===== src/ntpb_pkg.sv =====
package ntpb_pkg;

   localparam int TIME_W = 63;
   localparam int POSE_W = 64;

   localparam logic [TIME_W-1:0] MAX_AGE_RESET = 63'd500000000;

   localparam logic FUNC_PUSH  = 1'b0;
   localparam logic FUNC_QUERY = 1'b1;

   typedef struct packed {
      logic              func;
      logic [TIME_W-1:0] time_stamp;
      logic [TIME_W-1:0] current_time;
      logic [POSE_W-1:0] pose_value;
   } req_type;

   typedef struct packed {
      logic              is_identity;
      logic [POSE_W-1:0] pose_out;
   } rsp_type;

   typedef struct packed {
      logic [TIME_W-1:0] time_stamp;
      logic [POSE_W-1:0] pose;
   } entry_type;

   typedef enum logic [1:0] {
      SHIFT_HOLD,
      SHIFT_FWD,
      SHIFT_BACK
   } shift_type;

   typedef struct packed {
      shift_type shift;
      logic      we;
   } cell_ctrl_type;

   typedef enum logic [3:0] {
      ST_IDLE,
      ST_SEEK,
      ST_PRUNE,
      ST_WRITE,
      ST_Q_START,
      ST_Q_STEP,
      ST_Q_TEST,
      ST_Q_PICK,
      ST_Q_DIFF,
      ST_Q_ABS,
      ST_Q_CMP,
      ST_OUT
   } state_type;

endpackage


===== src/ntpb_cell.sv =====
module ntpb_cell (
   input  logic                    clock,
   input  ntpb_pkg::cell_ctrl_type ctrl,
   input  ntpb_pkg::entry_type     wr_data,
   input  ntpb_pkg::entry_type     next_data,
   input  ntpb_pkg::entry_type     prev_data,
   output ntpb_pkg::entry_type     data
);

   ntpb_pkg::entry_type data_ff;
   ntpb_pkg::entry_type data_in;

   always_comb begin
      data_in = data_ff;
      if (ctrl.we) begin
         data_in = wr_data;
      end else begin
         case (ctrl.shift)
            ntpb_pkg::SHIFT_FWD:  data_in = next_data;
            ntpb_pkg::SHIFT_BACK: data_in = prev_data;
            default:              data_in = data_ff;
         endcase
      end
   end

   always_ff @(posedge clock) begin
      data_ff <= data_in;
   end

   assign data = data_ff;

endmodule


===== config.mk =====
export PLATFORM = sky130hd
export DESIGN_NAME = ntpb_cell
export DESIGN_NICKNAME = d
export VERILOG_FILES = /design/src/ntpb_pkg.sv /design/src/ntpb_cell.sv
export SDC_FILE = /design/constraint.sdc
export NUM_CORES = 1
export LEC_CHECK = 0
export BUFFER_PORTS_ARGS = -buffer_cell sky130_fd_sc_hd__clkbuf_2
export CORE_AREA = 2 2 200 202
export DETAILED_ROUTE_END_ITERATION = 7
export DIE_AREA = 0 0 202 204
export SYNTH_ARGS = -nofsm -noshare
export SYNTH_HDL_FRONTEND = slang
export SYNTH_SLANG_ARGS = --single-unit

===== constraint.sdc =====
create_clock -name clock -period 5 [get_ports clock]
set_clock_uncertainty 0.05 [all_clocks]
set_input_delay 0.25 -clock clock [delete_from_list [all_inputs] [get_ports clock]]
set_output_delay 0.25 -clock clock [all_outputs]
set_load 0.05 [all_outputs]

[Word level (Yosys, flattened, before mapping)]
Index checks and enable logic that the tools add are counted.
Cells by class
  bitwise gates (word level): 0
  $mul: 0
  add/sub/neg operators: 0
  equal/unequal tests: 2
  reductions and logical operators: 1
  shifts and indexed selects: 0
  order comparisons: 0
  multiplexer cells: 2
  divide/modulo/power cells: 0
Operators by type and width (number)
  one-hot mux 127 bit (2 select lines): 1
  two-way mux 127 bit: 1
  nonzero test 3 bit: 1
  equality test 2 x 1 -> 1 bit (second input constant): 1
  equality test 2 bit (second input constant): 1
Storage, ports and cells
  word-level logic and storage cells: 7
  memory bits (writable): 0
  bits in latches: 0
  ROM bits: 0
  register bits: 127
  memories kept: 0
  output and inout port bits: 127

[Longest topological paths before layout]
  word-level depth: 3
  mapped depth: 6
  gate-level depth less buffers: 2

[Least setup slack after synthesis]
Ideal clock, no wire load.
  path type: input -> register
  start: input ctrl[1] (netlist name)
  end: register data_ff (netlist bit data[0]), enable pin
  path slack: 0.954 ns
  library setup time: 0.493 ns
  required time: 4.457 ns
  arrival: 3.503 ns
  buffers on the path: 2
  stages: 4
  cells stage by stage: buf_2 -> clkbuf_1 -> nor2b_1 -> or3_1
Between the ends
  cells in the longest elaborated chain, start to end: 2
  elaborated cells on any way between the ends: 3
  classes of those cells: eq/ne: 2; reduce/logical: 1
Ends and longest elaborated chain
  start, declared: RTL line ntpb_cell.sv:3  | input ntpb_pkg::cell_ctrl_type ctrl,
  equality test 2 bit or equality test 2 x 1 -> 1 bit (tied branches): RTL line ntpb_cell.sv:18  | case (ctrl.shift)
  nonzero test 3 bit (no line) (*)
  end signal, assigned: RTL line ntpb_cell.sv:27  | data_ff <= data_in;
  end, declared: RTL line ntpb_cell.sv:10  | ntpb_pkg::entry_type data_ff;
Mark *: on every way between the ends. The rest lies on a longest branch, timed or not.
A chain may end at the register's enable or synchronous reset.

==> flow_metrics.tcl <==
set metrics [dict create \
    overflow 0 \
    ys_ff_latch 127 \
    grt_pass1_vias 7549 \
    n_antenna_cell 0 \
    fmax_mhz 464 \
    crit_arrival_ns 2.25 \
    start_util_pct 19.7 \
    max-slew-margin-rel_pct 22.4 \
    die_y_um 204 \
    cts-hold-fix-buffers 0 \
    cpMostUsedCell "buf_4" \
    h-tree-depth 4 \
    synth_area_um2 7730 \
    yosys.area.top_type_share_pct 49.3 \
    antenna_left 0 \
    avgSynthCellArea_um2 10.7 \
    slowest_stage "buf_4" \
    totalWireLength_um 29400 \
    crit_path_end_kind "flip-flop" \
    yosys-top-cells-count "edfxtp_1, inv_1, nand2_1, nand4bb_1, o311ai_1" \
    largest_reg_flops 127 \
    nets 1561 \
    slew_viol_final 0 \
    portBuffers 511 \
    grt_usage_pct 13.5 \
    total_power_mw 3.71 \
    cts_resized 0 \
    place_hpwl_um 21600 \
    min_from "wr_data[123]" \
    dr.first_iter.drc_count 402 \
    layout_min_cycle_time_ns 2.15 \
    cts_buffer_depth 2 \
    synthArstFlopShare_pct 0 \
    fin_area_um2 11200 \
    die_area_um2 41200 \
    num_rows 73 \
    path_buf_inv 3 \
    drt_first_pass_iters 5 \
    setup_tns_ns 0 \
    grt_first_pass_wirelength_um 42200 \
    ys.flop_type "edfxtp_1" \
    synth-edff-count 127 \
    wl_per_cell_um 17.1 \
    yosysSeqAreaShare_pct 49.3 \
    cp_max_fo 65 \
    cts-root-buf "clkbuf_16" \
    area_delta_synth_final_pct 45.3 \
    finalCritPeriodShare_pct 43.1 \
    worst_pin_slew_ns 1.16 \
    hold_depth 3 \
    finalWeightedCongestion 0.871 \
    cts_tree "yes" \
    numCtsBuffers 17 \
    fp.coreArea_um2 39200 \
    ir_worst_vdd_mv 0.232 \
    yosysWarnings 0 \
    cap_violations 0 \
    setup_violations 0 \
    power_density_nw_per_um2 330 \
    cp_cell_sequence "buf_4 -> nor2b_4 -> buf_4 -> buf_4 -> o311ai_0" \
    drive_above_1_share_pct 46.3 \
    clk_pin_slew_worst_paths_ns 0.06 \
    holdCritPathClass "in -> reg" \
    cts_sinks 127 \
    p_leak_nw 5.19 \
    synth_nets 1107 \
    syn_inst 722 \
    required_ns 5.09 \
    crit_type "in -> reg" \
    antenna_found_initial 1 \
    status "finished, final reports clean" \
    crit_family "buffers and inverters" \
    viasPerCell 4.48 \
    rsz0062_at_grt "no" \
    vias 7683 \
    ys_types 15 \
    ioPinCount 512 \
    grt_max_degree 193 \
    synthTopCellsByArea "edfxtp_1, nand4bb_1, o311ai_1" \
    drc 0 \
    postCtsSetupRepairBufs 0 \
    min_to "data[123]" \
    post_dp_cell_area_um2 10700 \
    hold_viol_final 0 \
    die_width_um 202 \
    synth_area_leader_cell "edfxtp_1" \
    crit_path_max_incr_delay_ns 0.69 \
    start_kind "input pin" \
]
-- cell families (layout without fill, tap and decap cells) --
group	Yosys count	after routing	synth area share, %
AO/OA/AOI/OAI	127	127	14.7
buffers and inverters	211	678	11.1
flip-flops	127	127	49.3
AND/OR/NAND/NOR	257	257	24.9
-- layout by cell type, fill, tap and decap left out, types with 4 or more instances in the layout --
cell type	Yosys	routed
buf_4	1	8
clkbuf_16	0	17
clkbuf_2	2	508
clkinv_2	0	4
edfxtp_1	127	127
inv_1	127	127
nand2_1	127	127
nand4bb_1	127	127
o311ai_0	25	25
o311ai_1	99	99
-- worst max-delay path by stage --
stage	startpoint	to	slack (ns)	depth (start not counted)
final	ctrl[1]	data[101]	2.85	5
after global routing	ctrl[0]	data[100]	2.72	3
after CTS	ctrl[0]	data[109]	2.87	3
after detailed placement	ctrl[1]	data[101]	2.36	5
after global placement	ctrl[1]	data[1]	2.40	5
after floorplan	ctrl[1]	data[0]	0.95	4
-- metrics by stage --
| stage | std cells | hold WS, ns | util [%] | setup slack [ns] |
|---|---|---|---|---|
| finish | 1714 | 0.0503 | 28.7 | 2.85 |
| global route | 1714 | 0.0293 | 28.7 | 2.72 |
| CTS | 1714 | 0.00943 | 28.7 | 2.87 |
| detailed placement | 1682 | 0.503 | 27.3 | 2.36 |
| global placement | 1682 | 0.492 | 27.3 | 2.40 |
| floorplan | 722 | 0.403 | - | 0.954 |
-- per-layer routing --
| layer | GRT usage [%] | up-vias | share of wire, % |
|---|---|---|---|
| li1 | - | 3649 | - |
| met1 | 15.4 | 3624 | 40 |
| met2 | 23.6 | 369 | 50 |
| met3 | 4.11 | 39 | 7.6 |
| met4 | 5.67 | 2 | 2.5 |
| met5 | 0 | - | 0.041 |
-- power breakdown --
| part | leakage [nW] | switching (mW) | internal (mW) |
|---|---|---|---|
| sequential | 1.30 | 0.0482 | 1.34 |
| combinational | 3.63 | 0.802 | 0.307 |
| clock | 0.265 | 0.488 | 0.723 |
-- final cells by class --
class | instances | area, µm²
well taps | 525 | 657
inverters | 127 | 477
clock inverters | 13 | 123
fillers | 4190 | 28000
repair buffers | 519 | 2660
multi-input cells | 384 | 3070
flip-flops and latches | 127 | 3810
clock buffers | 19 | 433
Note: power is estimated with default switching activity, not from simulation.
